[config.mk]
export PLATFORM = sky130hd
export DESIGN_NAME = quadratic_probe_hash_table_unit
export DESIGN_NICKNAME = d
export VERILOG_FILES = /design/src/rtl/qph_pkg.sv /design/src/rtl/qph_fifo.sv /design/src/rtl/qph_front.sv /design/src/rtl/qph_back.sv /design/src/rtl/quadratic_probe_hash_table_unit.sv
export SDC_FILE = /design/constraint.sdc
export NUM_CORES = 2
export LEC_CHECK = 0
export BUFFER_PORTS_ARGS = -buffer_cell sky130_fd_sc_hd__buf_2
export CAP_MARGIN = 20
export CORE_ASPECT_RATIO = 2
export CORE_MARGIN = 1
export CORE_UTILIZATION = 57
export CTS_BUF_LIST = sky130_fd_sc_hd__clkbuf_16
export CTS_CLUSTER_DIAMETER = 30
export CTS_CLUSTER_SIZE = 30
export DETAILED_ROUTE_END_ITERATION = 12
export PLACE_DENSITY = 0.84
export REMOVE_ABC_BUFFERS = 1
export SLEW_MARGIN = 10
export SYNTH_ARGS = -nofsm -noshare
export SYNTH_HDL_FRONTEND = slang
export SYNTH_SLANG_ARGS = --single-unit
[constraint.sdc]
create_clock -name clk -period 4.9 [get_ports clk]
set_input_delay 0.98 -clock clk [delete_from_list [all_inputs] [get_ports clk]]
set_output_delay 0.98 -clock clk [all_outputs]
set_load 0.02 [all_outputs]
[src/rtl/qph_pkg.sv]
// Package for the quadratic probe hash table: field widths, codes and request type.
// No dependencies; qph_front, qph_back and the top unit use it by scoped names.
package qph_pkg;

  localparam int KEY_W    = 31;
  localparam int VAL_W    = 32;
  localparam int STATUS_W = 2;
  localparam int SLOT_W   = 5;

  localparam logic KIND_INSERT = 1'b0;
  localparam logic KIND_REMOVE = 1'b1;

  localparam logic [1:0] ST_EMPTY   = 2'd0;
  localparam logic [1:0] ST_USED    = 2'd1;
  localparam logic [1:0] ST_DELETED = 2'd2;

  localparam logic [STATUS_W-1:0] RES_INSERTED  = 2'd0;
  localparam logic [STATUS_W-1:0] RES_REMOVED   = 2'd1;
  localparam logic [STATUS_W-1:0] RES_NOT_FOUND = 2'd2;
  localparam logic [STATUS_W-1:0] RES_FULL      = 2'd3;

  typedef struct packed {
    logic             kind;
    logic [KEY_W-1:0] key;
    logic [VAL_W-1:0] value;
  } req_t;

endpackage

[src/rtl/qph_fifo.sv]
// Small register queue used between the front and the back and for results.
// Depends on nothing but its parameters.
module qph_fifo #(
  parameter int WIDTH = 8,
  parameter int DEPTH = 2
) (
  input  logic             clk,
  input  logic             rst,
  input  logic             push,
  input  logic [WIDTH-1:0] din,
  output logic             full,
  input  logic             pop,
  output logic [WIDTH-1:0] dout,
  output logic             empty
);

  localparam int PtrW = (DEPTH > 1) ? $clog2(DEPTH) : 1;
  localparam int CntW = $clog2(DEPTH + 1);

  logic [WIDTH-1:0] mem [DEPTH];
  logic [PtrW-1:0]  wr_ptr;
  logic [PtrW-1:0]  rd_ptr;
  logic [CntW-1:0]  count;
  logic             do_push;
  logic             do_pop;

  assign full    = (count == CntW'(DEPTH));
  assign empty   = (count == '0);
  assign do_push = push && !full;
  assign do_pop  = pop && !empty;
  assign dout    = mem[rd_ptr];

  always_ff @(posedge clk) begin
    if (do_push) begin
      mem[wr_ptr] <= din;
    end
  end

  always_ff @(posedge clk) begin
    if (rst) begin
      wr_ptr <= '0;
      rd_ptr <= '0;
      count  <= '0;
    end else begin
      if (do_push) begin
        wr_ptr <= (wr_ptr == PtrW'(DEPTH - 1)) ? '0 : wr_ptr + 1'b1;
      end
      if (do_pop) begin
        rd_ptr <= (rd_ptr == PtrW'(DEPTH - 1)) ? '0 : rd_ptr + 1'b1;
      end
      if (do_push && !do_pop) begin
        count <= count + 1'b1;
      end else if (do_pop && !do_push) begin
        count <= count - 1'b1;
      end
    end
  end

endmodule

[src/rtl/qph_front.sv]
// Front part: takes an item and finds its home slot, key mod table size, by a reciprocal
// multiplication and a conditional subtract. Depends on qph_pkg.
module qph_front #(
  parameter int TABLE_SIZE = 31,
  localparam int HomeW = $clog2(TABLE_SIZE)
) (
  input  logic              clk,
  input  logic              rst,
  input  logic              in_take,
  input  qph_pkg::req_t     in_req,
  output logic              busy,
  output logic              out_push,
  output qph_pkg::req_t     out_req,
  output logic [HomeW-1:0]  out_home,
  input  logic              out_full
);

  localparam int ProdW = 2 * qph_pkg::KEY_W;
  localparam int DiffW = HomeW + 1;
  localparam logic [qph_pkg::KEY_W-1:0] Recip =
    qph_pkg::KEY_W'((64'd1 << qph_pkg::KEY_W) / TABLE_SIZE);

  logic [1:0]                cnt;
  logic [ProdW-1:0]          prod;
  logic [qph_pkg::KEY_W-1:0] quot;
  logic [DiffW-1:0]          diff;
  logic [HomeW-1:0]          rem;
  logic [HomeW-1:0]          rem_next;
  logic                      walking;

  // The quotient estimate is low by at most one, so one conditional subtract finishes.
  assign walking  = busy && (cnt != 2'd2);
  assign quot     = prod[ProdW-1:qph_pkg::KEY_W];
  assign diff     = DiffW'(out_req.key) - DiffW'(quot) * DiffW'(TABLE_SIZE);
  assign rem_next = (diff >= DiffW'(TABLE_SIZE)) ?
                    HomeW'(diff - DiffW'(TABLE_SIZE)) : HomeW'(diff);
  assign out_push = busy && !walking && !out_full;
  assign out_home = rem;

  always_ff @(posedge clk) begin
    if (in_take) begin
      out_req <= in_req;
    end else if (walking && (cnt == 2'd0)) begin
      prod <= ProdW'(out_req.key) * ProdW'(Recip);
    end else if (walking) begin
      rem <= rem_next;
    end
  end

  always_ff @(posedge clk) begin
    if (rst) begin
      busy <= 1'b0;
      cnt  <= '0;
    end else if (in_take) begin
      busy <= 1'b1;
      cnt  <= '0;
    end else if (walking) begin
      cnt <= cnt + 1'b1;
    end else if (out_push) begin
      busy <= 1'b0;
    end
  end

endmodule

[src/rtl/qph_back.sv]
// Back part: walks the quadratic probe sequence over the slot memories, one probe a cycle.
// Depends on qph_pkg; holds the status, key and value memories and the reset clearing pass.
module qph_back #(
  parameter int TABLE_SIZE = 31,
  localparam int HomeW = $clog2(TABLE_SIZE)
) (
  input  logic                            clk,
  input  logic                            rst,
  output logic                            clearing,
  input  logic                            q_empty,
  output logic                            q_pop,
  input  qph_pkg::req_t                   q_req,
  input  logic [HomeW-1:0]                q_home,
  output logic                            res_push,
  output logic [qph_pkg::STATUS_W-1:0]    res_status,
  output logic [qph_pkg::SLOT_W-1:0]      res_slot,
  input  logic                            res_full
);

  typedef enum logic [2:0] {
    S_CLEAR = 3'b001,
    S_IDLE  = 3'b010,
    S_PROBE = 3'b100
  } state_t;

  state_t state;
  state_t state_next;

  logic [1:0]                slot_status [TABLE_SIZE];
  logic [qph_pkg::KEY_W-1:0] slot_key    [TABLE_SIZE];
  logic [qph_pkg::VAL_W-1:0] slot_value  [TABLE_SIZE];

  logic [HomeW-1:0]          pos;
  logic [HomeW-1:0]          inc;
  logic [HomeW-1:0]          step;
  logic [HomeW-1:0]          clr_idx;
  qph_pkg::req_t             req;
  logic [1:0]                rd_st;
  logic [qph_pkg::KEY_W-1:0] rd_key;

  logic [HomeW:0]            pos_sum;
  logic [HomeW:0]            inc_sum;
  logic [HomeW-1:0]          pos_next;
  logic [HomeW-1:0]          inc_next;
  logic [HomeW-1:0]          rd_addr;
  logic [HomeW-1:0]          wr_addr;
  logic                      wr_en;
  logic [1:0]                wr_st;
  logic                      ins_hit;
  logic                      rem_hit;
  logic                      rem_stop;
  logic                      last;
  logic                      done;

  assign pos_sum  = {1'b0, pos} + {1'b0, inc};
  assign pos_next = (pos_sum >= (HomeW + 1)'(TABLE_SIZE)) ?
                    HomeW'(pos_sum - (HomeW + 1)'(TABLE_SIZE)) : HomeW'(pos_sum);
  assign inc_sum  = {1'b0, inc} + (HomeW + 1)'(2);
  assign inc_next = (inc_sum >= (HomeW + 1)'(TABLE_SIZE)) ?
                    HomeW'(inc_sum - (HomeW + 1)'(TABLE_SIZE)) : HomeW'(inc_sum);

  assign ins_hit  = (req.kind == qph_pkg::KIND_INSERT) && (rd_st != qph_pkg::ST_USED);
  assign rem_hit  = (req.kind == qph_pkg::KIND_REMOVE) && (rd_st == qph_pkg::ST_USED) &&
                    (rd_key == req.key);
  assign rem_stop = (req.kind == qph_pkg::KIND_REMOVE) && (rd_st == qph_pkg::ST_EMPTY);
  assign last     = (step == HomeW'(TABLE_SIZE - 1));
  assign done     = ins_hit || rem_hit || rem_stop || last;

  assign clearing = (state == S_CLEAR);
  assign q_pop    = (state == S_IDLE) && !q_empty && !res_full;
  assign res_push = (state == S_PROBE) && done;

  always_comb begin
    if (ins_hit) begin
      res_status = qph_pkg::RES_INSERTED;
      res_slot   = qph_pkg::SLOT_W'(pos);
    end else if (rem_hit) begin
      res_status = qph_pkg::RES_REMOVED;
      res_slot   = qph_pkg::SLOT_W'(pos);
    end else begin
      res_status = (req.kind == qph_pkg::KIND_INSERT) ?
                   qph_pkg::RES_FULL : qph_pkg::RES_NOT_FOUND;
      res_slot   = '0;
    end
  end

  always_comb begin
    state_next = state;
    rd_addr    = pos_next;
    wr_en      = 1'b0;
    wr_addr    = pos;
    wr_st      = qph_pkg::ST_USED;
    case (state)
      S_CLEAR: begin
        wr_en   = 1'b1;
        wr_addr = clr_idx;
        wr_st   = qph_pkg::ST_EMPTY;
        if (clr_idx == HomeW'(TABLE_SIZE - 1)) begin
          state_next = S_IDLE;
        end
      end
      S_IDLE: begin
        rd_addr = q_home;
        if (q_pop) begin
          state_next = S_PROBE;
        end
      end
      S_PROBE: begin
        wr_en = ins_hit || rem_hit;
        wr_st = ins_hit ? qph_pkg::ST_USED : qph_pkg::ST_DELETED;
        if (done) begin
          state_next = S_IDLE;
        end
      end
      default: begin
        state_next = S_CLEAR;
      end
    endcase
  end

  always_ff @(posedge clk) begin
    if (wr_en) begin
      slot_status[wr_addr] <= wr_st;
    end
    if ((state == S_PROBE) && ins_hit) begin
      slot_key[pos]   <= req.key;
      slot_value[pos] <= req.value;
    end
    rd_st  <= slot_status[rd_addr];
    rd_key <= slot_key[rd_addr];
  end

  always_ff @(posedge clk) begin
    if (q_pop) begin
      req  <= q_req;
      pos  <= q_home;
      inc  <= HomeW'(1);
      step <= '0;
    end else if ((state == S_PROBE) && !done) begin
      pos  <= pos_next;
      inc  <= inc_next;
      step <= step + 1'b1;
    end
  end

  always_ff @(posedge clk) begin
    if (rst) begin
      state   <= S_CLEAR;
      clr_idx <= '0;
    end else begin
      state <= state_next;
      if (state == S_CLEAR) begin
        clr_idx <= clr_idx + 1'b1;
      end
    end
  end

endmodule

[src/rtl/quadratic_probe_hash_table_unit.sv]
// From an accepted item to its result: the front reduces the key mod the table size by a
// reciprocal multiplication and a conditional subtract, then the back takes the item from
// the queue and makes P probes (1 to TABLE_SIZE) via the single read port of the slot memories.
// Front and back overlap through a queue: the front takes a new item once it has passed its last one on.
// Reset: a clearing pass marks every slot empty in turn; full stays high meanwhile.
module quadratic_probe_hash_table_unit #(
  parameter int TABLE_SIZE = 31
) (
  input  logic                         clk,
  input  logic                         rst,
  input  logic                         push,
  output logic                         full,
  input  logic                         kind,
  input  logic [qph_pkg::KEY_W-1:0]    key,
  input  logic [qph_pkg::VAL_W-1:0]    value,
  output logic                         empty,
  input  logic                         pop,
  output logic [qph_pkg::STATUS_W-1:0] status,
  output logic [qph_pkg::SLOT_W-1:0]   slot
);

  localparam int HomeW = $clog2(TABLE_SIZE);
  localparam int ReqW  = $bits(qph_pkg::req_t);
  localparam int MidW  = ReqW + HomeW;
  localparam int ResW  = qph_pkg::STATUS_W + qph_pkg::SLOT_W;

  qph_pkg::req_t     in_req;
  qph_pkg::req_t     f_req;
  logic [HomeW-1:0]  f_home;
  logic              f_busy;
  logic              f_push;
  logic              mid_full;
  logic              mid_empty;
  logic              mid_pop;
  logic [MidW-1:0]   mid_dout;
  logic              clearing;
  logic              res_push;
  logic              res_full;
  logic [qph_pkg::STATUS_W-1:0] res_status;
  logic [qph_pkg::SLOT_W-1:0]   res_slot;
  logic [ResW-1:0]   res_dout;

  assign in_req = '{kind: kind, key: key, value: value};
  assign full   = f_busy || clearing;

  qph_front #(.TABLE_SIZE(TABLE_SIZE)) u_front (
    .clk      (clk),
    .rst      (rst),
    .in_take  (push && !full),
    .in_req   (in_req),
    .busy     (f_busy),
    .out_push (f_push),
    .out_req  (f_req),
    .out_home (f_home),
    .out_full (mid_full)
  );

  qph_fifo #(.WIDTH(MidW), .DEPTH(2)) u_mid_q (
    .clk   (clk),
    .rst   (rst),
    .push  (f_push),
    .din   ({f_req, f_home}),
    .full  (mid_full),
    .pop   (mid_pop),
    .dout  (mid_dout),
    .empty (mid_empty)
  );

  qph_back #(.TABLE_SIZE(TABLE_SIZE)) u_back (
    .clk        (clk),
    .rst        (rst),
    .clearing   (clearing),
    .q_empty    (mid_empty),
    .q_pop      (mid_pop),
    .q_req      (qph_pkg::req_t'(mid_dout[MidW-1:HomeW])),
    .q_home     (mid_dout[HomeW-1:0]),
    .res_push   (res_push),
    .res_status (res_status),
    .res_slot   (res_slot),
    .res_full   (res_full)
  );

  qph_fifo #(.WIDTH(ResW), .DEPTH(2)) u_res_q (
    .clk   (clk),
    .rst   (rst),
    .push  (res_push),
    .din   ({res_status, res_slot}),
    .full  (res_full),
    .pop   (pop),
    .dout  (res_dout),
    .empty (empty)
  );

  assign status = res_dout[ResW-1:qph_pkg::SLOT_W];
  assign slot   = res_dout[qph_pkg::SLOT_W-1:0];

`ifndef SYNTHESIS
  a_res_room: assert property (@(posedge clk) disable iff (rst) !(res_push && res_full))
    else $error("Result pushed into a full result queue.");

  a_mid_room: assert property (@(posedge clk) disable iff (rst) !(f_push && mid_full))
    else $error("Request pushed into a full middle queue.");

  a_miss_slot: assert property (@(posedge clk) disable iff (rst)
      (!empty && (status == qph_pkg::RES_FULL || status == qph_pkg::RES_NOT_FOUND))
      |-> (slot == '0))
    else $error("A failed operation reports a nonzero slot.");
`endif

endmodule

==> results by group <==
Status
  – Status: finished with violations
  – Failing checks: negative setup slack

Yosys
  – Cells after synthesis: approximately 3.9k
  – Seq cells post-synth: around 1.3k
  – Post-synthesis simple-gate area fraction: between 10% and 20%
  – Compound-cell area share of the yosys netlist: approximately 7.3%
  – Synth top area cells: edfxtp_1 (67%), nand2_1 (5.8%), ha_1 (3.4%)
  – Number of enable flip-flop cells after synthesis: 1191
  – Main combinational cell family by area after synthesis: simple AND/OR/NAND/NOR gates
  – Post-synth top flop: edfxtp_1
  – Synthesized area: 53100 um^2
  – Sequential area share after synthesis: between 60% and 70%
  – Yosys Warn Count: 0
  – Asr flop ratio synth: 0%
  – Post-synthesis xor/xnor area fraction: under 10%
  – Top post-synthesis cells by count: edfxtp_1 (1191), nand2_1 (814), inv_1 (174)
  – Mux cell area share after synthesis: roughly 1.1%
  – Adder-cell share of the synthesized area: 5.83%
  – Top cell type's share of synthesized area: about two thirds
  – Most instantiated library cell after synthesis: edfxtp_1
  – Mean post-synth cell area: 13.5 um^2
  – Yosys cell types: 63
  – Yosys top cell by area: edfxtp_1

Final layout
  – Synth-to-layout area growth: 13.2%
  – Layout cells sized above 1: 14.8%
  – Nets@finish: around 4.4k
  – Post-route cell area: between 60000 and 70000 um^2

Global route
  – Initial antenna violation count: 6
  – Vias in the first global route: about 36k
  – First-pass GRT wire length: 221000 um
  – Total track usage: approximately 33%
  – Grt ovf: 0
  – Largest net degree at the start of global routing: a little over 100

Power and ir drop
  – Internal power: 16900 uW
  – Maximum vdd drop: 481 uV
  – Overall power: around 22000 uW
  – Power Density: around 370 nW/um^2
  – Switch Pwr: 5540 uW
  – Switching fraction of total power: 24.7%
  – Sequential power share: roughly 52%
  – Logic pwr share: 9.3%
  – Leak: between 0.02 and 0.025 uW
  – Clock power frac: between 30% and 40%

Floorplan
  – Die X-Extent: ~220 um
  – Core ar.: around 93000 um^2
  – Row cnt: roughly 160
  – Die Footprint: 94500 um^2
  – Starting density of the core: a little under three fifths
  – Die height: around 430 um
  – # IOs: 77

Worst setup path
  – Reg2reg setup slack: -0.17 ns
  – CP Data Arrival Time: around 5.5 ns
  – Crit path max fanout: 3
  – Delay-heaviest family, CP: adder cells
  – WS Path Type: reg -> reg
  – RR Endpoint: u_front.prod[35]
  – Startpoint types: register
  – Crit path cell chain: ha_4 -> ha_4 -> inv_2 -> fa_1 -> inv_1 -> fa_1 -> inv_1 -> fa_1 -> fa_1 -> inv_2 -> ha_4 -> nand4_1 -> nor2_1 -> o2111ai_2 -> a21oi_2 -> a21oi_2 -> a311oi_2 -> buf_4 -> o21a_1 -> nor2_2 -> xnor2_1
  – Worst R2R Path Depth: 21
  – Most used cell, CP: fa_1
  – Max incr delay on CP: 0.52 ns
  – CP max-delay cell: fa_1
  – Worst Path Required: 5.35 ns
  – Critical R2R Launch: u_front.out_req[36]
  – Critical path capture point type: register
  – Buf/Inv on CP: 5

Place
  – Dpl cell area: 56200 um^2
  – Routability Congestion: around 0.94
  – Hpwl dp: between 90000 and 100000 um
  – PortBufs: 44

Timing
  – Final Hold Fails: 0
  – Relative slew slack: a little under a fifth
  – Setup TNS: -0.404 ns
  – Max-slew violation count: 0
  – Worst setup margin: -0.165 ns
  – Final Cycle Share: 103%
  – Worst hold slack: between 0.4 and 0.5 ns
  – FMAX: between 0.15 and 0.2 GHz
  – Unrepaired setup endpoints after global routing: true
  – Worst Skew: around 0.052 ns
  – Tmin final: between 5 and 6 ns
  – Worst Max-Slew Pin Slew: approximately 1.2 ns
  – Final Setup Violations: 3

Clocking
  – Cts bufs inserted: 101
  – TritonCTS clock tree: done
  – Clock sinks: 1255
  – H-Tree Depth: 3
  – Root buf cell: clkbuf_16
  – CTS Buffer Depth: 3
  – Reg clk slew, reported paths: 0.08 ns
  – Worst-Skew Late Latency: about 0.73 ns

Route
  – Avg WL per Cell: between 20 and 30 um
  – Vias: around 36k
  – Post-route ant nets: 0
  – DRC Markers: 0
  – Initial DRC count: 4838
  – Final wirelength: between 150000 and 200000 um
  – First-pass DRT Iterations: 6
  – Via/cell ratio: between 6 and 7

Hold path
  – Worst Hold Class: in -> reg
  – Hold Path Stages: 1
  – Hold Startpoint: key[22]
  – Hold Path End: u_front.out_req[54]

Job
  – Max-cap violations: 0
[repair_timing]
item                       4_1_cts  5_1_grt
setup buffers                    3        3
setup endpoints to repair        5        6
gates cloned                     0        0
pin swaps                       10       14
resized for setup               12       22
hold buffers                     0        0
[metrics by stage]
stage	worst slack (ns)	cells	util, %
4_1_cts	-0.252	5375	64.7
3_5_place_dp	-0.311	5184	60.8
6_report	-0.165	5386	65.0
3_3_place_gp	-0.316	5184	60.8
2_1_floorplan	-5.18	3723	-
5_1_grt	-0.287	5386	65.0
[power groups by stage]
stage          sequential [uW]  clock [uW]  combinational [uW]
2_1_floorplan            12000           0                1260
3_3_place_gp             12000           0                1820
3_5_place_dp             12000           0                1870
4_1_cts                  11700        8600                1950
5_1_grt                  11700        8960                2260
6_report                 11700        8630                2080
[final cells by class]
cell class                      instances  area (um^2)
Timing Repair Buffer                  268         2290
Antenna cell                            6         15.0
Clock inverter                         87         1020
Fill cell                            5880        32400
Inverter                              174          653
Sequential cell                      1255        37000
Multi-Input combinational cell       2294        15000
Tap cell                             1200         1500
Clock buffer                          102         2550
[sequential cells by signal (all words and copies together) (netlist names), 2 cells and up, named ones only]
name	cells
u_back.rd_st	2
u_back.step	5
u_back.slot_key	961
u_back.clr_idx	5
u_back.state	3
u_back.inc	5
u_mid_q.mem	74
u_res_q.count	2
u_front.cnt	2
u_back.rd_key	31
u_front.prod	6
u_back.slot_status	62
u_back.pos	5
u_mid_q.count	2
u_res_q.mem	14
u_front.out_home	5
u_back.req	32
u_front.out_req	32
[logic make-up (layout without fill, tap and decap cells)]
| family | after synthesis | in the layout |
|---|---|---|
| AO/OA/AOI/OAI | 566 | 566 |
| multiplexers | 54 | 54 |
| flip-flops | 1255 | 1255 |
| XOR/XNOR | 91 | 91 |
| buffers and inverters | 391 | 631 |
| AND/OR/NAND/NOR | 1374 | 1374 |
| other | 0 | 6 |
| adder cells (fa/ha/maj) | 209 | 209 |
[routing by layer]
metal | share of wire, % | GRT usage, % | wire length, um
met1 | 28 | 32.0 | 42700
met2 | 51 | 56.7 | 78600
met3 | 10 | 6.07 | 16000
met4 | 11 | 31.6 | 16900
met5 | 0 | 0 | 0
[how the worst max path moves through the flow]
stage                                   start                to  slack (ns)  cells past startpoint
after floorplan                 u_back.pos[0]  u_back.rd_key[0]       -5.18                     11
after global placement    u_front.out_req[36]  u_front.prod[35]       -0.32                     22
after detailed placement  u_front.out_req[36]  u_front.prod[35]       -0.31                     22
after CTS                 u_front.out_req[41]  u_front.prod[35]       -0.25                     21
after global routing      u_front.out_req[35]  u_front.prod[35]       -0.29                     22
final                     u_front.out_req[36]  u_front.prod[35]       -0.17                     21
[layout by cell type (no fill, tap or decap), drive strengths merged, types with 70 or more instances in the layout]
cell type,synthesis,final
nor2,156,156
nor4,70,70
a311oi,70,70
ha,145,145
buf,112,268
and3,104,104
a21oi,166,166
inv,174,225
a31oi,105,105
a211oi,138,138
nand3,116,116
edfxtp,1191,1191
clkbuf,105,102
nand2,816,816
Power figures use the tool's default switching activity.
